--- src/hw/rtl/fssh_pkg.sv ---
// ----------------------------------------------------------------------------
// FIX session heartbeat package
// Codes, item and result types, and sizing constants shared by the block.
// ----------------------------------------------------------------------------
package fssh_pkg;

   localparam int INQ_DEPTH   = 4;
   localparam int MAX_RESULTS = 4;

   localparam logic [11:0] TIMER_MAX     = 12'd4095;
   localparam logic [11:0] HB_SECS_RESET = 12'd30;

   // Configuration register indexes.
   localparam logic CSR_HEARTBEAT_SECONDS   = 1'b0;
   localparam logic CSR_WEEKLY_RESET_ENABLE = 1'b1;

   // Actions.
   localparam logic [2:0] ACT_START     = 3'd0;
   localparam logic [2:0] ACT_LINK_UP   = 3'd1;
   localparam logic [2:0] ACT_LINK_FAIL = 3'd2;
   localparam logic [2:0] ACT_LINK_DOWN = 3'd3;
   localparam logic [2:0] ACT_STOP      = 3'd4;
   localparam logic [2:0] ACT_TICK      = 3'd5;
   localparam logic [2:0] ACT_MESSAGE   = 3'd6;

   // Inbound message kinds.
   localparam logic [2:0] MSG_LOGON     = 3'd0;
   localparam logic [2:0] MSG_LOGOUT    = 3'd1;
   localparam logic [2:0] MSG_HEARTBEAT = 3'd2;
   localparam logic [2:0] MSG_TEST_REQ  = 3'd3;
   localparam logic [2:0] MSG_RESEND    = 3'd4;
   localparam logic [2:0] MSG_SEQ_RESET = 3'd5;
   localparam logic [2:0] MSG_APP       = 3'd6;

   // Session phases.
   localparam logic [2:0] PH_DISC        = 3'd0;
   localparam logic [2:0] PH_CONN        = 3'd1;
   localparam logic [2:0] PH_LOGON_SENT  = 3'd2;
   localparam logic [2:0] PH_LOGGED_ON   = 3'd3;
   localparam logic [2:0] PH_LOGOUT_SENT = 3'd4;
   localparam logic [2:0] PH_ERROR       = 3'd5;

   // Result event kinds.
   localparam logic [3:0] EV_LOGON       = 4'd0;
   localparam logic [3:0] EV_LOGOUT      = 4'd1;
   localparam logic [3:0] EV_HB          = 4'd2;
   localparam logic [3:0] EV_ECHO        = 4'd3;
   localparam logic [3:0] EV_TEST        = 4'd4;
   localparam logic [3:0] EV_DISC        = 4'd5;
   localparam logic [3:0] EV_GAP         = 4'd6;
   localparam logic [3:0] EV_LOGON_ACK   = 4'd7;
   localparam logic [3:0] EV_LOGOUT_NOTE = 4'd8;
   localparam logic [3:0] EV_APP         = 4'd9;
   localparam logic [3:0] EV_REJECT      = 4'd10;
   localparam logic [3:0] EV_NONE        = 4'd11;

   typedef struct packed {
      logic [2:0]  action;
      logic [2:0]  msg_kind;
      logic        seq_present;
      logic [31:0] inbound_seq_value;
      logic        test_id_present;
      logic        new_seq_present;
      logic [31:0] new_seq_value;
      logic        in_weekly_window;
   } item_type;

   typedef struct packed {
      logic [3:0]  event_kind;
      logic [31:0] assigned_seq;
      logic [31:0] expected_seq;
      logic [2:0]  session_phase;
      logic        last_of_run;
   } result_type;

   function automatic result_type make_result(logic [3:0] kind, logic [31:0] aseq,
                                              logic [31:0] eseq, logic [2:0] ph);
      result_type r;
      r.event_kind    = kind;
      r.assigned_seq  = aseq;
      r.expected_seq  = eseq;
      r.session_phase = ph;
      r.last_of_run   = 1'b0;
      return r;
   endfunction

   function automatic logic [11:0] sat_inc(logic [11:0] v);
      return (v == TIMER_MAX) ? TIMER_MAX : v + 12'd1;
   endfunction

endpackage

--- src/hw/rtl/fssh_inq.sv ---
// ----------------------------------------------------------------------------
// FIX session heartbeat input queue
// Small first-in first-out store that takes items from the requester and
// hands the oldest one to the session engine.
// ----------------------------------------------------------------------------
module fssh_inq #(
   parameter int DEPTH = fssh_pkg::INQ_DEPTH
) (
   input  logic               clock,
   input  logic               reset,
   input  logic               push,
   input  fssh_pkg::item_type push_item,
   output logic               full,
   output logic               head_valid,
   output fssh_pkg::item_type head_item,
   input  logic               take
);

   localparam int PTR_W = (DEPTH > 1) ? $clog2(DEPTH) : 1;
   localparam int CNT_W = $clog2(DEPTH + 1);
   localparam logic [PTR_W-1:0] LAST_SLOT = PTR_W'(DEPTH - 1);
   localparam logic [CNT_W-1:0] FULL_CNT  = CNT_W'(DEPTH);

   fssh_pkg::item_type slot_ff [DEPTH];
   logic [PTR_W-1:0] wr_ptr_ff, wr_ptr_in;
   logic [PTR_W-1:0] rd_ptr_ff, rd_ptr_in;
   logic [CNT_W-1:0] count_ff, count_in;
   logic             do_push, do_take;

   assign full       = (count_ff == FULL_CNT);
   assign head_valid = (count_ff != '0);
   assign head_item  = slot_ff[rd_ptr_ff];
   assign do_push    = push && !full;
   assign do_take    = take && head_valid;

   always_comb begin
      wr_ptr_in = wr_ptr_ff;
      rd_ptr_in = rd_ptr_ff;
      count_in  = count_ff;
      if (do_push) begin
         wr_ptr_in = (wr_ptr_ff == LAST_SLOT) ? '0 : wr_ptr_ff + PTR_W'(1);
      end
      if (do_take) begin
         rd_ptr_in = (rd_ptr_ff == LAST_SLOT) ? '0 : rd_ptr_ff + PTR_W'(1);
      end
      if (do_push && !do_take) begin
         count_in = count_ff + CNT_W'(1);
      end else if (!do_push && do_take) begin
         count_in = count_ff - CNT_W'(1);
      end
   end

   always_ff @(posedge clock) begin
      if (do_push) begin
         slot_ff[wr_ptr_ff] <= push_item;
      end
      if (reset) begin
         wr_ptr_ff <= '0;
         rd_ptr_ff <= '0;
         count_ff  <= '0;
      end else begin
         wr_ptr_ff <= wr_ptr_in;
         rd_ptr_ff <= rd_ptr_in;
         count_ff  <= count_in;
      end
   end

endmodule

--- src/hw/rtl/fssh_engine.sv ---
// ----------------------------------------------------------------------------
// FIX session heartbeat engine
// Holds the session state, works one item at a time into a run of up to four
// results and hands those results out one per cycle while rsp_pop is high.
// ----------------------------------------------------------------------------
module fssh_engine (
   input  logic                 clock,
   input  logic                 reset,
   input  logic                 csr_write_enable,
   input  logic                 csr_index,
   input  logic [11:0]          csr_write_data,
   input  logic                 item_valid,
   input  fssh_pkg::item_type   item,
   output logic                 item_take,
   output logic                 rsp_empty,
   input  logic                 rsp_pop,
   output fssh_pkg::result_type rsp_result
);

   // Configuration.
   logic [11:0] hb_secs_ff;
   logic        weekly_en_ff;

   // Session state.
   logic [2:0]  phase_ff, phase_in;
   logic        link_ff, link_in;
   logic [31:0] in_exp_ff, in_exp_in;
   logic [31:0] out_next_ff, out_next_in;
   logic [11:0] idle_send_ff, idle_send_in;
   logic [11:0] idle_recv_ff, idle_recv_in;
   logic [11:0] test_wait_ff, test_wait_in;
   logic        test_out_ff, test_out_in;

   // Result run buffer.
   fssh_pkg::result_type res_ff [fssh_pkg::MAX_RESULTS];
   fssh_pkg::result_type res_in [fssh_pkg::MAX_RESULTS];
   logic [2:0] res_cnt_ff, res_cnt_in;
   logic [1:0] rd_idx_ff, rd_idx_in;

   logic pop_ok, run_done;

   assign rsp_empty  = (res_cnt_ff == 3'd0);
   assign rsp_result = res_ff[rd_idx_ff];
   assign pop_ok     = rsp_pop && !rsp_empty;
   assign run_done   = pop_ok && ({1'b0, rd_idx_ff} == res_cnt_ff - 3'd1);
   // A new item may start as the last result of the current run leaves.
   assign item_take  = item_valid && (rsp_empty || run_done);

   always_comb begin
      logic [2:0] n;
      logic [1:0] li;
      phase_in     = phase_ff;
      link_in      = link_ff;
      in_exp_in    = in_exp_ff;
      out_next_in  = out_next_ff;
      idle_send_in = idle_send_ff;
      idle_recv_in = idle_recv_ff;
      test_wait_in = test_wait_ff;
      test_out_in  = test_out_ff;
      res_in       = res_ff;
      n            = 3'd0;

      case (item.action)
         fssh_pkg::ACT_START: begin
            if (phase_ff != fssh_pkg::PH_DISC) begin
               res_in[n[1:0]] = fssh_pkg::make_result(fssh_pkg::EV_REJECT, '0, '0, phase_in);
               n = n + 3'd1;
            end else begin
               phase_in = fssh_pkg::PH_CONN;
               if (weekly_en_ff && item.in_weekly_window) begin
                  out_next_in = 32'd1;
                  in_exp_in   = 32'd1;
               end
               idle_send_in = '0;
               idle_recv_in = '0;
               test_wait_in = '0;
               test_out_in  = 1'b0;
            end
         end
         fssh_pkg::ACT_LINK_UP: begin
            if (phase_ff == fssh_pkg::PH_CONN) begin
               link_in  = 1'b1;
               phase_in = fssh_pkg::PH_LOGON_SENT;
               res_in[n[1:0]] = fssh_pkg::make_result(fssh_pkg::EV_LOGON, out_next_in, '0,
                                                      phase_in);
               n = n + 3'd1;
               out_next_in  = out_next_in + 32'd1;
               idle_send_in = '0;
            end
         end
         fssh_pkg::ACT_LINK_FAIL: begin
            if (phase_ff == fssh_pkg::PH_CONN) begin
               link_in  = 1'b0;
               phase_in = fssh_pkg::PH_ERROR;
            end
         end
         fssh_pkg::ACT_LINK_DOWN: begin
            link_in  = 1'b0;
            phase_in = fssh_pkg::PH_DISC;
            res_in[n[1:0]] = fssh_pkg::make_result(fssh_pkg::EV_LOGOUT_NOTE, '0, '0, phase_in);
            n = n + 3'd1;
         end
         fssh_pkg::ACT_STOP: begin
            if (phase_in == fssh_pkg::PH_LOGGED_ON || phase_in == fssh_pkg::PH_LOGON_SENT) begin
               phase_in = fssh_pkg::PH_LOGOUT_SENT;
               if (link_in) begin
                  res_in[n[1:0]] = fssh_pkg::make_result(fssh_pkg::EV_LOGOUT, out_next_in,
                                                         '0, phase_in);
                  n = n + 3'd1;
                  out_next_in  = out_next_in + 32'd1;
                  idle_send_in = '0;
               end
            end
            link_in  = 1'b0;
            phase_in = fssh_pkg::PH_DISC;
            res_in[n[1:0]] = fssh_pkg::make_result(fssh_pkg::EV_DISC, '0, '0, phase_in);
            n = n + 3'd1;
         end
         fssh_pkg::ACT_TICK: begin
            idle_send_in = fssh_pkg::sat_inc(idle_send_ff);
            idle_recv_in = fssh_pkg::sat_inc(idle_recv_ff);
            if (test_out_ff) begin
               test_wait_in = fssh_pkg::sat_inc(test_wait_ff);
            end
            if (link_ff && phase_ff == fssh_pkg::PH_LOGGED_ON) begin
               if (idle_send_in >= hb_secs_ff) begin
                  res_in[n[1:0]] = fssh_pkg::make_result(fssh_pkg::EV_HB, out_next_in, '0,
                                                         phase_in);
                  n = n + 3'd1;
                  out_next_in  = out_next_in + 32'd1;
                  idle_send_in = '0;
               end
               if (idle_recv_in >= hb_secs_ff && !test_out_in) begin
                  test_out_in  = 1'b1;
                  test_wait_in = '0;
                  res_in[n[1:0]] = fssh_pkg::make_result(fssh_pkg::EV_TEST, out_next_in, '0,
                                                         phase_in);
                  n = n + 3'd1;
                  out_next_in  = out_next_in + 32'd1;
                  idle_send_in = '0;
               end
               // Test request timed out: the session is stopped from logged on.
               if (test_out_in && test_wait_in >= hb_secs_ff) begin
                  phase_in = fssh_pkg::PH_LOGOUT_SENT;
                  res_in[n[1:0]] = fssh_pkg::make_result(fssh_pkg::EV_LOGOUT, out_next_in,
                                                         '0, phase_in);
                  n = n + 3'd1;
                  out_next_in  = out_next_in + 32'd1;
                  idle_send_in = '0;
                  link_in  = 1'b0;
                  phase_in = fssh_pkg::PH_DISC;
                  res_in[n[1:0]] = fssh_pkg::make_result(fssh_pkg::EV_DISC, '0, '0, phase_in);
                  n = n + 3'd1;
               end
            end
         end
         fssh_pkg::ACT_MESSAGE: begin
            if (link_ff) begin
               idle_recv_in = '0;
               if (item.seq_present) begin
                  if (item.inbound_seq_value > in_exp_ff) begin
                     res_in[n[1:0]] = fssh_pkg::make_result(fssh_pkg::EV_GAP, '0, in_exp_ff,
                                                            phase_in);
                     n = n + 3'd1;
                  end else if (item.inbound_seq_value == in_exp_ff) begin
                     in_exp_in = in_exp_ff + 32'd1;
                  end
               end
               case (item.msg_kind)
                  fssh_pkg::MSG_LOGON: begin
                     phase_in = fssh_pkg::PH_LOGGED_ON;
                     res_in[n[1:0]] = fssh_pkg::make_result(fssh_pkg::EV_LOGON_ACK, '0, '0,
                                                            phase_in);
                     n = n + 3'd1;
                  end
                  fssh_pkg::MSG_LOGOUT: begin
                     res_in[n[1:0]] = fssh_pkg::make_result(fssh_pkg::EV_LOGOUT_NOTE, '0,
                                                            '0, phase_in);
                     n = n + 3'd1;
                     if (phase_in == fssh_pkg::PH_LOGGED_ON ||
                         phase_in == fssh_pkg::PH_LOGON_SENT) begin
                        phase_in = fssh_pkg::PH_LOGOUT_SENT;
                        res_in[n[1:0]] = fssh_pkg::make_result(fssh_pkg::EV_LOGOUT,
                                                               out_next_in, '0, phase_in);
                        n = n + 3'd1;
                        out_next_in  = out_next_in + 32'd1;
                        idle_send_in = '0;
                     end
                     link_in  = 1'b0;
                     phase_in = fssh_pkg::PH_DISC;
                     res_in[n[1:0]] = fssh_pkg::make_result(fssh_pkg::EV_DISC, '0, '0,
                                                            phase_in);
                     n = n + 3'd1;
                  end
                  fssh_pkg::MSG_HEARTBEAT: begin
                     if (item.test_id_present) begin
                        test_out_in = 1'b0;
                     end
                  end
                  fssh_pkg::MSG_TEST_REQ: begin
                     res_in[n[1:0]] = fssh_pkg::make_result(
                        item.test_id_present ? fssh_pkg::EV_ECHO : fssh_pkg::EV_HB,
                        out_next_in, '0, phase_in);
                     n = n + 3'd1;
                     out_next_in  = out_next_in + 32'd1;
                     idle_send_in = '0;
                  end
                  fssh_pkg::MSG_RESEND: begin
                  end
                  fssh_pkg::MSG_SEQ_RESET: begin
                     if (item.new_seq_present) begin
                        in_exp_in = item.new_seq_value;
                     end
                  end
                  default: begin
                     res_in[n[1:0]] = fssh_pkg::make_result(fssh_pkg::EV_APP, '0, '0,
                                                            phase_in);
                     n = n + 3'd1;
                  end
               endcase
            end
         end
         default: begin
         end
      endcase

      if (n == 3'd0) begin
         res_in[0] = fssh_pkg::make_result(fssh_pkg::EV_NONE, '0, '0, phase_in);
         n = 3'd1;
      end
      li = 2'(n - 3'd1);
      res_in[li].last_of_run = 1'b1;
      res_cnt_in = n;
   end

   always_comb begin
      rd_idx_in = rd_idx_ff;
      if (pop_ok) begin
         rd_idx_in = run_done ? 2'd0 : rd_idx_ff + 2'd1;
      end
   end

   always_ff @(posedge clock) begin
      if (item_take) begin
         res_ff <= res_in;
      end
      if (reset) begin
         hb_secs_ff   <= fssh_pkg::HB_SECS_RESET;
         weekly_en_ff <= 1'b0;
         phase_ff     <= fssh_pkg::PH_DISC;
         link_ff      <= 1'b0;
         in_exp_ff    <= 32'd1;
         out_next_ff  <= 32'd1;
         idle_send_ff <= '0;
         idle_recv_ff <= '0;
         test_wait_ff <= '0;
         test_out_ff  <= 1'b0;
         res_cnt_ff   <= 3'd0;
         rd_idx_ff    <= 2'd0;
      end else begin
         if (csr_write_enable) begin
            if (csr_index == fssh_pkg::CSR_HEARTBEAT_SECONDS) begin
               hb_secs_ff <= csr_write_data;
            end else if (csr_index == fssh_pkg::CSR_WEEKLY_RESET_ENABLE) begin
               weekly_en_ff <= csr_write_data[0];
            end
         end
         if (item_take) begin
            phase_ff     <= phase_in;
            link_ff      <= link_in;
            in_exp_ff    <= in_exp_in;
            out_next_ff  <= out_next_in;
            idle_send_ff <= idle_send_in;
            idle_recv_ff <= idle_recv_in;
            test_wait_ff <= test_wait_in;
            test_out_ff  <= test_out_in;
            res_cnt_ff   <= res_cnt_in;
            rd_idx_ff    <= 2'd0;
         end else begin
            if (run_done) begin
               res_cnt_ff <= 3'd0;
            end
            rd_idx_ff <= rd_idx_in;
         end
      end
   end

endmodule

--- src/hw/rtl/fix_session_state_heartbeat_top.sv ---
// ----------------------------------------------------------------------------
// FIX session state and heartbeat controller
// Session-layer supervision of one FIX link: phases, sequence numbers,
// heartbeats and test requests.
// ----------------------------------------------------------------------------
// Usage:
// Items (events and parsed inbound messages) are pushed on the req_ side
// while req_full is low; they wait in a small queue of INQ_DEPTH entries.
// Each item produces a run of one to four results, read on the rsp_ side
// like a queue: the oldest result shows while rsp_empty is low and leaves
// when rsp_pop is high. rsp_last_of_run marks the final result of a run.
// An item pushed into an empty block is first written into the input
// queue, then taken by the engine, whose result register shows its first
// result. The engine works one item per run and hands out one result per
// cycle while rsp_pop is high; the next run starts in the cycle the last
// result of the previous run is popped.
// When the receiver stalls, results hold and the input queue keeps taking
// items until it is full. Reset is synchronous and empties both sides,
// returns the session to disconnected with both sequence counters at one
// and the heartbeat interval at 30 seconds. csr_ writes are registered.
// ----------------------------------------------------------------------------
module fix_session_state_heartbeat_top #(
   parameter int INQ_DEPTH = fssh_pkg::INQ_DEPTH
) (
   input  logic        clock,
   input  logic        reset,
   input  logic        csr_write_enable,
   input  logic        csr_index,
   input  logic [11:0] csr_write_data,
   input  logic        req_push,
   output logic        req_full,
   input  logic [2:0]  req_action,
   input  logic [2:0]  req_msg_kind,
   input  logic        req_seq_present,
   input  logic [31:0] req_inbound_seq_value,
   input  logic        req_test_id_present,
   input  logic        req_new_seq_present,
   input  logic [31:0] req_new_seq_value,
   input  logic        req_in_weekly_window,
   output logic        rsp_empty,
   input  logic        rsp_pop,
   output logic [3:0]  rsp_event_kind,
   output logic [31:0] rsp_assigned_seq,
   output logic [31:0] rsp_expected_seq,
   output logic [2:0]  rsp_session_phase,
   output logic        rsp_last_of_run
);

   fssh_pkg::item_type   push_item;
   fssh_pkg::item_type   head_item;
   fssh_pkg::result_type result;
   logic                 head_valid;
   logic                 take;

   assign push_item.action            = req_action;
   assign push_item.msg_kind          = req_msg_kind;
   assign push_item.seq_present       = req_seq_present;
   assign push_item.inbound_seq_value = req_inbound_seq_value;
   assign push_item.test_id_present   = req_test_id_present;
   assign push_item.new_seq_present   = req_new_seq_present;
   assign push_item.new_seq_value     = req_new_seq_value;
   assign push_item.in_weekly_window  = req_in_weekly_window;

   fssh_inq #(
      .DEPTH (INQ_DEPTH)
   ) u_inq (
      .clock      (clock),
      .reset      (reset),
      .push       (req_push),
      .push_item  (push_item),
      .full       (req_full),
      .head_valid (head_valid),
      .head_item  (head_item),
      .take       (take)
   );

   fssh_engine u_engine (
      .clock            (clock),
      .reset            (reset),
      .csr_write_enable (csr_write_enable),
      .csr_index        (csr_index),
      .csr_write_data   (csr_write_data),
      .item_valid       (head_valid),
      .item             (head_item),
      .item_take        (take),
      .rsp_empty        (rsp_empty),
      .rsp_pop          (rsp_pop),
      .rsp_result       (result)
   );

   assign rsp_event_kind    = result.event_kind;
   assign rsp_assigned_seq  = result.assigned_seq;
   assign rsp_expected_seq  = result.expected_seq;
   assign rsp_session_phase = result.session_phase;
   assign rsp_last_of_run   = result.last_of_run;

endmodule
--- config.mk ---
export PLATFORM = sky130hd
export DESIGN_NAME = fix_session_state_heartbeat_top
export DESIGN_NICKNAME = d
export VERILOG_FILES = /design/src/hw/rtl/fssh_pkg.sv /design/src/hw/rtl/fssh_inq.sv /design/src/hw/rtl/fssh_engine.sv /design/src/hw/rtl/fix_session_state_heartbeat_top.sv
export SDC_FILE = /design/constraint.sdc
export NUM_CORES = 2
export LEC_CHECK = 0
export ABC_AREA = 1
export BUFFER_PORTS_ARGS = -buffer_cell sky130_fd_sc_hd__buf_2
export CAP_MARGIN = 10
export CORE_AREA = 8 8 291 293
export DETAILED_ROUTE_END_ITERATION = 10
export DIE_AREA = 0 0 299 301
export PLACE_DENSITY = 0.82
export SYNTH_ARGS = -nofsm -noshare
export SYNTH_HDL_FRONTEND = slang
export SYNTH_HIERARCHICAL = 1
export SYNTH_SLANG_ARGS = --single-unit
export TNS_END_PERCENT = 1
--- constraint.sdc ---
create_clock -name clock -period 30.4 [get_ports clock]
set_input_delay 0 -clock clock [delete_from_list [all_inputs] [get_ports clock]]
set_output_delay 0 -clock clock [all_outputs]
set_load 0.005 [all_outputs]
# == Word-level counts from Yosys, hierarchy flattened ==
# Memory sizes are Yosys's and may differ from the RTL's. A register that Yosys moved wholly into a read port is not among the register bits.
# Index checks and enable logic that the tools add are counted.
# op_classes
n_reduce_logical,51
magnitude_cmp,21
bitwise,22
addsub,21
muxes,159
n_eq_ne,35
# op_table
cell,count
288-bit two-way mux,10
288-bit bitwise mux,7
72-bit two-way mux,22
72-bit demux with 2-bit select,8
288-bit one-hot mux with 4 select lines,1
280-bit AND,3
280-bit NOT,3
32-bit two-way mux,21
216-bit one-hot mux with 3 select lines,1
72-bit one-hot mux with 6 select lines,1
268-bit AND,1
268-bit NOT,1
12-bit two-way mux,18
32-bit one-hot mux with 5 select lines,1
72-bit binary-select mux with 2-bit select,1
32-bit by 1-bit adder with 32-bit output (second input constant),4
32-bit one-hot mux with 2 select lines,2
3-bit two-way mux,27
12-bit one-hot mux with 5 select lines,1
12-bit one-hot mux with 2 select lines,2
12-bit by 1-bit adder with 12-bit output (second input constant),3
12-bit equality test (second input constant),3
12-bit >= comparator,3
12-bit one-hot mux with 3 select lines,1
44 further kinds,164
# word_totals
out_inout_bits,74
ff_bits,418
memories,1
ramBits,296
in_bits,92
# mem_list
memory,depth,width,rd,rd_ports_with_merged_regs,wr,line_no,source
u_inq.slot_ff,4,74,1,1,1,fssh_inq.sv:24,fssh_pkg::item_type slot_ff [DEPTH];

# == Longest topological paths before layout ==
# logic_depth
ltp_word,24
depth_mapped,40
ltp_nobuf,38

# == Hierarchy ==
# Netlist, hierarchy kept.
# by_module_without_submodules
mod,area_each_um2,instances,cells_each
fssh_engine,32029.5,1,4685
fssh_inq,11461.0,1,786

# == Least setup slack after synthesis ==
# No wires, ideal clock.
# synth_timing
kind,flip-flop to flip-flop
from,register u_engine.res_cnt_ff[0]
to,"register u_engine/res_ff[100] (netlist name), enable pin"
period_less_slack_ps,11436
n_path_buf,1
path_stages_with_launch,14
arrival_ps,10645
setup_ps,791
required_time_ps,29609
path_slack_ps,18964
path_cell_list,dfxtp_1 > inv_1 > ha_1 > ha_1 > inv_1 > nand2_1 > inv_1 > nand2_1 > a2111oi_0 > inv_1 > nand2_1 > nand2_1 > clkbuf_1 > nor2_1
# synth_between
elab_chain_cells,6
# synth_rtl
item,line_no,source
"start, declared",fssh_engine.sv:37,"logic [2:0] res_cnt_ff, res_cnt_in;"
"start signal, assigned",fssh_engine.sv:277,res_cnt_ff <= res_cnt_in;
3-bit logical NOT (*),fssh_engine.sv:42,assign rsp_empty = (res_cnt_ff == 3'd0);
named net rsp_empty,fix_session_state_heartbeat_top.sv:40,"output logic rsp_empty,"
1-bit logical NOT,fssh_engine.sv:44,assign pop_ok = rsp_pop && !rsp_empty;
1-bit logical AND,fssh_engine.sv:44,
1-bit logical AND,fssh_engine.sv:45,"assign run_done = pop_ok && ({1'b0, rd_idx_ff} == res_cnt_ff - 3'd1);"
1-bit logical OR (*),fssh_engine.sv:47,assign item_take = item_valid && (rsp_empty || run_done);
1-bit logical AND (*),fssh_engine.sv:47,
"end signal, assigned",fssh_engine.sv:245,res_ff <= res_in;
"end, declared",fssh_engine.sv:35,fssh_pkg::result_type res_ff [fssh_pkg::MAX_RESULTS];
# The timed path passes the listed nets; every way through them passes the cells marked *.
# A chain may end at the register's enable or synchronous reset.

# == Final worst setup path ==
# layout_timing
from,register u_engine.idle_recv_ff[1]
to,"register u_engine/res_ff[113] (netlist name), data pin"
# layout_between
elab_chain_cells,19
# layout_rtl
item,line_no,source
"start, declared",fssh_engine.sv:30,"logic [11:0] idle_recv_ff, idle_recv_in;"
"start signal, assigned",fssh_engine.sv:274,idle_recv_ff <= idle_recv_in;
12-bit by 1-bit adder with 12-bit output or 12-bit equality test (tied branches),fssh_pkg.sv:88,return (v == TIMER_MAX) ? TIMER_MAX : v + 12'd1;
12-bit two-way mux (*),fssh_pkg.sv:88,
12-bit >= comparator (*),fssh_engine.sv:133,if (idle_recv_in >= hb_secs_ff && !test_out_in) begin
1-bit logical AND (*),fssh_engine.sv:133,
"parallel branches: the longest is 14 deep, another holds 3-bit by 1-bit adder with 3-bit output",--,
288-bit bitwise mux (*),fssh_engine.sv:232,res_in[li].last_of_run = 1'b1;
# Mark *: on every way between the ends. The select of a mux whose other input is x is not followed.

==> results.md <==
* Run status: complete, but fails checks
* Failing checks: DRC
* Clock period minus worst slack at 7.90 ns
* Count of cell types in the netlist at 65
* Maximum clock skew at final layout at roughly 0.070 ns
* Post-synthesis to final-layout area growth at 12.1%
* Top cell family by delay on the critical path: simple AND/OR/NAND/NOR gates
* Maximum level of the CTS H-tree at 3
* Number of warnings issued by yosys at 6
* Number of buffers inserted by port buffering at roughly 170
* Height of the die at 301 um
* Initial drt markers at 6,329
* Nature of the critical path endpoint: register
* Async set-reset flop share out of synthesis at 0
* Drt pass-1 iters at 11
* Std-Cell Rows at 104
* Clk sink count at 716
* Yosys top cell by area: sky130_fd_sc_hd__edfxtp_1
* FF+latch count, synth at 716
* Synthesized area per cell at slightly below 8 um^2
* Setup repair after global routing missed its margin: no
* Critical Path RT at 30.83 ns
* Post-detailed-route count of antenna-violating nets at 0
* Count of max-cap constraint violations at 0
* Slowest stage delay, CP at 1.16 ns
* Number of synthesized flops with an enable pin at 584
* Cell count after synthesis at 5,471
* Total of fill cells in the finished design at roughly 6,800
* Slew headroom at 0.179
* Width of the die at 299 um
* Starting Density at 0.544
* Total count of hold-check failures in the final report at 0
* Storage element area at 0.0202 mm^2
* Num CTS Buffers at 78
* Slowest cell on the critical path: sky130_fd_sc_hd__clkinv_1
* Total power at 5.15 mW
* Aggregate global routing overflow at 0
* Number of design rule violations left after detail routing at 1
* Maximum number of pins on one net before global-route repair at 101
* Boundary pin count at 166
* Area of the mapped netlist at 0.0435 mm^2
* Post-Route WL at 156 mm
* Final routed wire length divided by cell count at 23.3 um
* Setup_tns at 0 ns
* TritonCTS clock tree: done
* Worst r2r dst: u_engine/res_ff[113]
* RR Startpoint: u_engine/idle_recv_ff[1]
* Largest fanout on the critical path at 50
* Crit path arrival time at approximately 8.3 ns
* Clock latency of the later-clocked register in the worst-skew pair at 0.68 ns
* Static Leakage at 18.7 nW
* Final Setup Violations at 0
* Setup slack, reg-to-reg at roughly 23 ns
* Antenna violations before repair at 6
* Post-synth top area share at 0.403
* Placeable core area at 0.0799 mm^2
* Gr usage total at 0.331
* Area of the multi-input gates at roughly 0.020 mm^2
* Post-layout net count at 5,763
* Clock transition at the register clock pins on the worst setup and hold paths after CTS at 0.06 ns
* Layout cells sized above 1 at 0.0999
* Hold Crit Depth at 2
* Worst Setup Start Kind: register
* Net count after synthesis at 5,653
* Power density over cell area at 106 mW/mm^2
* DPL Wire Length at 101 mm
* Most instantiated flip-flop cell in the synthesis netlist: sky130_fd_sc_hd__edfxtp_1
* Worst Hold Launch: req_inbound_seq_value[3]
* Vias per std cell at 6.37
* Depth of the most critical reg-to-reg path at 27
* Worst hold path class: in2reg
* Via count at ~43,000
* Worst min-delay path endpoint: u_inq/slot_ff[1][38]
* Crit path buf inv count at 5
* Gpl congestion at around 1.1
* Via count of the first global-routing pass at 40,200
* Final worst-path cycle share at 0.260
* Maximum operating frequency at 0.127 GHz
* First-pass GRT wire length at around 240 mm
* Worst ir drop on vdd at 0.141 mV
* Final max-slew violation count at 0
* Largest buffer count on any clock path at 3
* Cell at the root of the clock tree: sky130_fd_sc_hd__clkbuf_16
* Die Footprint at 0.0900 mm^2
* Sequential share of the synthesized area at 0.464
* Quantity of gates resized following cts at 0
* Crit Path Category: reg2reg
* Leading post-synthesis cells by cell area: sky130_fd_sc_hd__edfxtp_1 (40%), sky130_fd_sc_hd__nand2_1 (8.5%), sky130_fd_sc_hd__o21ai_0 (6.4%)
* Slew of the pin with the lowest slew margin at around 1.2 ns
==> synthesized netlist by cell type (all sizes together) (2+ instances only) <==
| cell | count |
|---|---|
| nand3 | 227 |
| a221oi | 9 |
| ha | 89 |
| a21oi | 407 |
| o22ai | 240 |
| dfxtp | 132 |
| o32ai | 3 |
| o211ai | 79 |
| o21ai | 639 |
| a2bb2oi | 2 |
| nor2 | 728 |
| mux2i | 2 |
| xnor2 | 2 |
| a211oi | 6 |
| o2111ai | 44 |
| a2111oi | 2 |
| o21a | 3 |
| nand2 | 1050 |
| clkinv | 14 |
| o21bai | 3 |
| and2 | 2 |
| a21boi | 2 |
| nand3b | 5 |
| inv | 613 |
| edfxtp | 584 |
| o221ai | 67 |
| a22oi | 2 |
| clkbuf | 240 |
| nor3 | 46 |
| nor4 | 19 |
| buf | 59 |
| nand4 | 64 |
| o31ai | 8 |
| or2 | 11 |
| a31oi | 30 |
| xor2 | 31 |
==> kinds of logic after synthesis <==
group | count (synthesis) | share of synthesized area
and+or+nand+nor | 2154 | 0.214
DFF | 716 | 0.464
adders and majority gates | 90 | 0.0261
muxes | 2 | 0.000460
xor gates and xnor gates | 33 | 0.00699
AOI/OAI and AO/OA | 1550 | 0.204
buffers and inverters | 926 | 0.0845
==> power by group <==
part | internal [mW] | total, mW | switching (mW)
logic | 0.676 | 2.44 | 1.76
registers | 1.48 | 1.69 | 0.209
clock network | 0.598 | 1.03 | 0.432
total | 2.75 | 5.15 | 2.40
==> metal layers <==
metal  part of all wire  GRT usage  vias up
li1                   -          -    19200
met1               0.34      0.387    19600
met2               0.46      0.530     3068
met3               0.11     0.0764      798
met4              0.091      0.247        2
met5           0.000064          0        -
==> cell type report <==
| type | instances | area share |
|---|---|---|
| clock inverter | 40 | 0.0129 |
| inverter | 627 | 0.0484 |
| multi-input combinational | 3829 | 0.405 |
| timing repair buffer | 329 | 0.0476 |
| clock buffer | 104 | 0.0445 |
| sequential | 716 | 0.414 |
| antenna | 3 | 0.000154 |
| tap | 1060 | 0.0272 |
==> flip-flops by register name, summed over array words and instances, names as in the netlist, named ones only <==
| signal | flops |
|---|---|
| u_engine/link_ff | 1 |
| u_engine/test_wait_ff | 12 |
| u_engine/out_next_ff | 32 |
| u_inq/count_ff | 3 |
| u_engine/hb_secs_ff | 12 |
| u_engine/test_out_ff | 1 |
| u_engine/idle_send_ff | 12 |
| u_engine/rd_idx_ff | 2 |
| u_engine/idle_recv_ff | 12 |
| u_engine/weekly_en_ff | 1 |
| u_engine/phase_ff | 3 |
| u_inq/wr_ptr_ff | 2 |
| u_engine/res_ff | 288 |
| u_engine/in_exp_ff | 32 |
| u_engine/res_cnt_ff | 3 |
| u_inq/rd_ptr_ff | 2 |
| u_inq/slot_ff | 296 |
==> worst max-delay path by stage <==
stage,from,to,slack [ns],cells past startpoint
6_report,u_engine/idle_recv_ff[1],u_engine/res_ff[113],22.50,27
4_1_cts,u_engine/idle_recv_ff[1],u_engine/res_ff[113],22.88,27
5_1_grt,u_engine/idle_recv_ff[1],u_engine/res_ff[120],22.01,28
3_3_place_gp,u_engine/idle_recv_ff[0],u_engine/res_ff[122],23.30,28
2_1_floorplan,u_engine/res_cnt_ff[0],u_engine/res_ff[100],18.96,13
3_5_place_dp,u_engine/idle_recv_ff[0],u_engine/res_ff[120],22.91,27
==> timing repair <==
item                                   4_1_cts  5_1_grt
hold buffers                               102        0
buffers inserted                             0        0
endpoints found under the hold margin      325        0
==> placed cells by master (no fill, tap or decap), types with 102 or more instances in the layout <==
cell type / n
sky130_fd_sc_hd__edfxtp_1: 584
sky130_fd_sc_hd__nand3_1: 216
sky130_fd_sc_hd__inv_1: 585
sky130_fd_sc_hd__nor2_1: 648
sky130_fd_sc_hd__dlygate4sd3_1: 102
sky130_fd_sc_hd__o21ai_0: 559
sky130_fd_sc_hd__nand2_1: 983
sky130_fd_sc_hd__dfxtp_1: 129
sky130_fd_sc_hd__buf_2: 164
sky130_fd_sc_hd__a21oi_1: 403
sky130_fd_sc_hd__o22ai_1: 240
==> per-stage QoR <==
| step | utilization | hold slack (ns) | cell area, um^2 | setup WS (ns) | std cells |
|---|---|---|---|---|---|
| CTS | 0.610 | 0.0448 | 48700 | 22.88 | 6704 |
| global placement | 0.562 | 0.211 | 44900 | 23.30 | 6458 |
| detailed placement | 0.562 | 0.215 | 44900 | 22.91 | 6458 |
| global route | 0.610 | 0.0547 | 48700 | 22.01 | 6708 |
| finish | 0.610 | 0.0770 | 48700 | 22.50 | 6708 |
| floorplan | - | 0.0724 | 43500 | 18.96 | 5471 |
Note: power is estimated with default switching activity, not from simulation.
